## src/hdl/replication_commit_tracker_defines.svh

```systemverilog
// Assertion macros shared by the replication commit tracker RTL
`ifndef REPLICATION_COMMIT_TRACKER_DEFINES_SVH
`define REPLICATION_COMMIT_TRACKER_DEFINES_SVH
// Implication checked on every clock edge outside reset
`define RCT_ASSERT_IMP(lbl, ante, cons, msg) \
  lbl: assert property (@(posedge clk) disable iff (!rst_n) (ante) |-> (cons)) \
    else $error(msg);
// Next-cycle implication checked outside reset
`define RCT_ASSERT_NXT(lbl, ante, cons, msg) \
  lbl: assert property (@(posedge clk) disable iff (!rst_n) (ante) |=> (cons)) \
    else $error(msg);
`endif

```

## src/hdl/rct_pkg.sv

```systemverilog
// Package: shared types and constants of the replication commit tracker
package rct_pkg;
  localparam int NUM_FOLLOWERS_DEF = 8;
  localparam int LOG_DEPTH_DEF     = 1024;
  localparam int CFG_W   = 4;
  localparam int REQ_W   = 3;
  localparam int FOL_W   = 3;
  localparam int IDX_W   = 10;
  localparam int NXT_W   = 11;
  localparam int TERM_W  = 32;
  localparam logic [CFG_W-1:0] NUM_FOLLOWERS_RST = 4'd4;

  typedef enum logic [REQ_W-1:0] {
    REQ_RESET   = 3'd0,
    REQ_WRITE   = 3'd1,
    REQ_PREPARE = 3'd2,
    REQ_RESULT  = 3'd3,
    REQ_COMMIT  = 3'd4
  } req_t;

  typedef enum logic [2:0] {
    ST_IDLE, ST_EXEC, ST_READ, ST_WALK_RD, ST_WALK_CHK, ST_OUT
  } state_t;

  // controller -> datapath
  typedef struct packed {
    logic load;       // capture input word
    logic exec;       // apply simple state update
    logic rd_prev;    // issue term-store read for prepare append
    logic walk_init;  // start commit walk at last index
    logic walk_rd;    // issue term-store read at walk index
    logic walk_step;  // evaluate walk entry, step down
    logic out_load;   // build result word
  } cmd_t;

  // datapath -> controller
  typedef struct packed {
    logic [REQ_W-1:0] req;
    logic walk_done;  // walk index reached held commit
    logic walk_hit;   // current entry qualifies
  } sts_t;
endpackage

```

## src/hdl/rct_ctrl.sv

```systemverilog
// Controller: sequences one word at a time through the datapath
`include "replication_commit_tracker_defines.svh"
module rct_ctrl (
  input  logic           clk,
  input  logic           rst_n,
  input  logic           in_valid,
  output logic           in_ready,
  output logic           out_valid,
  input  logic           out_ready,
  input  rct_pkg::sts_t  sts,
  output rct_pkg::cmd_t  cmd
);
  rct_pkg::state_t state_r, state_nxt;
  logic out_valid_r, out_valid_nxt;

  always_ff @(posedge clk) begin
    if (!rst_n) begin
      state_r     <= rct_pkg::ST_IDLE;
      out_valid_r <= 1'b0;
    end else begin
      state_r     <= state_nxt;
      out_valid_r <= out_valid_nxt;
    end
  end

  assign out_valid = out_valid_r;

  always_comb begin
    state_nxt     = state_r;
    out_valid_nxt = out_valid_r && !out_ready;
    cmd           = '0;
    in_ready      = 1'b0;
    unique case (state_r)
      rct_pkg::ST_IDLE: begin
        in_ready = 1'b1;
        if (in_valid) begin
          cmd.load  = 1'b1;
          state_nxt = rct_pkg::ST_EXEC;
        end
      end
      rct_pkg::ST_EXEC: begin
        unique case (sts.req)
          rct_pkg::REQ_PREPARE: begin
            cmd.rd_prev = 1'b1;
            state_nxt   = rct_pkg::ST_READ;
          end
          rct_pkg::REQ_COMMIT: begin
            cmd.walk_init = 1'b1;
            state_nxt     = rct_pkg::ST_WALK_RD;
          end
          default: begin
            cmd.exec  = 1'b1;
            state_nxt = rct_pkg::ST_READ;
          end
        endcase
      end
      rct_pkg::ST_READ: state_nxt = rct_pkg::ST_OUT;
      rct_pkg::ST_WALK_RD: begin
        if (sts.walk_done) begin
          state_nxt = rct_pkg::ST_OUT;
        end else begin
          cmd.walk_rd = 1'b1;
          state_nxt   = rct_pkg::ST_WALK_CHK;
        end
      end
      rct_pkg::ST_WALK_CHK: begin
        cmd.walk_step = 1'b1;
        state_nxt = sts.walk_hit ? rct_pkg::ST_OUT : rct_pkg::ST_WALK_RD;
      end
      rct_pkg::ST_OUT: begin
        if (!out_valid_r || out_ready) begin
          cmd.out_load  = 1'b1;
          out_valid_nxt = 1'b1;
          state_nxt     = rct_pkg::ST_IDLE;
        end
      end
      default: state_nxt = rct_pkg::ST_IDLE;
    endcase
  end

  `RCT_ASSERT_IMP(a_ready_idle, in_ready, state_r == rct_pkg::ST_IDLE, "ready outside idle")
  `RCT_ASSERT_NXT(a_load_valid, cmd.out_load, out_valid, "result not raised")
  `RCT_ASSERT_IMP(a_one_cmd, 1'b1, $onehot0({cmd.exec, cmd.rd_prev, cmd.walk_init,
    cmd.walk_rd, cmd.walk_step}), "overlapping commands")
endmodule

```

## config.mk

```make
export PLATFORM = sky130hd
export DESIGN_NAME = rct_ctrl
export DESIGN_NICKNAME = d
export VERILOG_FILES = /design/src/hdl/rct_pkg.sv /design/src/hdl/rct_ctrl.sv
export VERILOG_INCLUDE_DIRS = /design/src /design/src/hdl
export SDC_FILE = /design/constraint.sdc
export NUM_CORES = 1
export LEC_CHECK = 0
export BUFFER_PORTS_ARGS = -buffer_cell sky130_fd_sc_hd__buf_4
export CORE_AREA = 2 2 39 41
export CTS_BUF_LIST = sky130_fd_sc_hd__clkbuf_2
export DETAILED_ROUTE_END_ITERATION = 6
export DIE_AREA = 0 0 41 43
export PLACE_DENSITY_LB_ADDON = 0.08
export SLEW_MARGIN = 30
export SYNTH_ARGS = -nofsm -noshare
export SYNTH_HDL_FRONTEND = slang
export SYNTH_SLANG_ARGS = --single-unit
```

## constraint.sdc

```tcl
create_clock -name clk -period 1.2 [get_ports clk]
set_input_delay 0 -clock clk [delete_from_list [all_inputs] [get_ports clk]]
set_output_delay 0 -clock clk [all_outputs]
set_load 0.01 [all_outputs]
```

==> metrics.txt <==
Syn Area/Cell=slightly below 9 sq um; fin nets=72; Hold Crit Endpoint=out_valid; initial antenna violation count=0; number of buffers created by CTS=3; Least-Margin Pin Slew=around 0.26 ns; origin of the critical flop-to-flop path=state_r[2]; # port buffers=17; area post-placement=464 sq um; Max Clock Freq=between 0.7 and 0.8 GHz; largest net degree at the start of global routing=13; clk_skew=0.00367 ns; design area=567 sq um; xor-xnor portion of the synthesized cell area=under 10%; Compound-Gate Fraction of Synth Area=14.4%; worst-path maximum fanout=2; register area share after synthesis=25.6%; Area growth, synth to finish=81.2%; final count of pins violating max slew=0; Worst-path clk slew=approximately 0.050 ns; # diodes=0; worst-skew pair later-pin latency=0.21 ns; Mapped Area=around 310 sq um; DP Worst Slack=-0.0649 ns; worst ir drop on vdd=0.000381 V; Max-slew headroom=82.3%; vias post-DR=364; number of fill cells=143; register bit total from synthesis=4; Core Box Area=approximately 1400 sq um; Yosys cell types=23; vias per std cell=4.73; CP Data Required Time=1.20 ns; # IOs=18; Max Cap Violations=0; Syn Inst Count=36; first-pass GRT wire length=between 1 and 1.5 mm; Overflow after GRT=0; Startpoint Class=flip-flop; R2R depth=4; failing checks=setup timing; Yosys top cell area share=25.6%; # H-tree levels=1; vias in the first global route=between 300 and 400; Hold Slack=0.0658 ns; Setup CP Type=reg -> out; CTS Hold Buffers Added=0; Root Buffer=clkbuf_2; Initial Util=22.6%; part of the cycle the worst path needs=117%; Global Route Usage Sum=between 10 and 15%; CTS sink cnt=4; met3 Track Usage GR=3.14%; DIE AREA=between 1500 and 2000 sq um; met2 Usage GRT=18.4%; PD cells=1050 nW/um^2; crit path time final=1.40 ns; Synth Net Count=45; RSZ-0062 raised after global routing=yes; GR peak layer=met2; DR WL/cell=11.9 microns; Hold Vio Cnt, Final=0; grt met1 use=13.8%; setup ws final=-0.201 ns; crit path from=state_r[2]; Yosys top cell by area=dfxtp_1; HPWL after detailed placement=around 630 microns; drt initial violations=4; synth top area cells=dfxtp_1 (26%), mux2i_1 (6.4%), nor2b_1 (6.0%), nor3b_4 (6.0%), nand2_1 (4.8%); drt total wl=about 910 microns; gp weighted congestion=just under 0.7; Core Util, Final=41.0%; crit path DAT=1.40 ns; die height=43 microns; Synth Warn #=0; adder-cell area share of the yosys netlist=0%; # rows=14; Final ANT Viol Nets=0; Reg2Reg Setup Slack=-0.18 ns; CP endpoint kind=primary output; Leak=0.000249 uW; largest family of logic cells by synthesized area=simple AND/OR/NAND/NOR gates; mux cell area share after synthesis=roughly 6.4%; Die Width=41 microns; hold depth=2; footprint of the multi-input gates=251 sq um; CTS tree=yes; hold crit path type=in -> reg; launch point of the worst hold path=rst_n; r2r endpoint=state_r[0]; Synth Area in Simple Gates=44.8%; maximum buffer depth of the clock tree=2; final setup violation count=3; Pre-antenna DRT Iters=3; layout cell share with drive strength beyond 1=between 50% and 60%; drt drc=0; status=finished, violations left; register area=81.3 sq um
critical path, cell delays in order (launching register included):
cell     delay, ns
dfxtp_1       0.30
or4b_4        0.54
nor3b_4       0.23
buf_6         0.13
report_power, final:
part | total (uW) | internal (uW) | switching (uW)
registers | 159 | 150 | 9.21
clock network | 124 | 67.3 | 56.5
logic | 314 | 184 | 130
total | 597 | 401 | 196
synthesized netlist by cell type (all sizes together):
cell / n
nand3b: 1
nor4bb: 1
o311a: 1
nor4b: 1
dfxtp: 4
buf: 2
xnor2: 1
clkbuf: 1
nor2: 3
o21ai: 1
nor2b: 3
and2: 1
o41a: 1
nand2: 4
a21oi: 2
or4b: 1
and2b: 1
nor3b: 3
nor3: 1
a2bb2oi: 1
mux2i: 2
cell families after synthesis:
logic type      after synthesis
simple gates                 20
buf+inv                       3
xor+xnor                      1
flops                         4
compound gates                6
mux                           2
cell usage in the layout (no fill, tap or decap), drive strengths merged:
cell	Yosys	final
nor4b	1	1
o311a	1	1
nor3b	3	3
mux2i	2	2
and2	1	1
or4b	1	1
buf	2	25
o41a	1	1
clkbuf	1	3
nor4bb	1	1
nor3	1	1
and2b	1	1
o21ai	1	1
a21oi	2	2
nand3b	1	1
nor2b	3	3
xnor2	1	1
nand2	4	4
a2bb2oi	1	1
dfxtp	4	4
nor2	3	3
routing by layer:
| metal | vias up | share of wire [%] |
|---|---|---|
| met5 | - | 0 |
| met4 | 0 | 0 |
| met3 | 0 | 7.2 |
| met2 | 14 | 51 |
| met1 | 171 | 41 |
| li1 | 179 | - |
metrics by stage:
stage	total power [uW]	std cells	TNS, ns
after CTS	540	74	-0.609
after global placement	396	69	-0.0215
after detailed placement	398	69	-0.0652
after floorplan	299	36	-0.196
final	597	77	-0.554
after global routing	650	77	-1.02
area by class of cell:
class	count	share of cell area, %
clock buffers	3	2.65
well taps	16	3.53
multi-input cells	29	44.4
repair buffers	25	35.1
flip-flops and latches	4	14.3
worst max-delay path by stage:
stage,endpoint,slack (ns),depth (start not counted)
after floorplan,state_r[0],-0.16,4
after global placement,state_r[0],-0.02,3
after detailed placement,state_r[0],-0.06,3
after CTS,cmd[3],-0.23,3
after global routing,cmd[3],-0.28,3
final,cmd[3],-0.20,3
flip-flops by register name, indices dropped and copies added (netlist names):
| register | count |
|---|---|
| state_r | 3 |
| out_valid | 1 |
repair_timing:
item | 4_1_cts | 5_1_grt
buffers inserted | 2 | 3
pin swaps | 1 | 2
gates resized for setup | 2 | 8
endpoints found under the setup margin | 5 | 8
hold endpoints to repair | 0 | 0
Note: power is estimated with default switching activity, not from simulation.
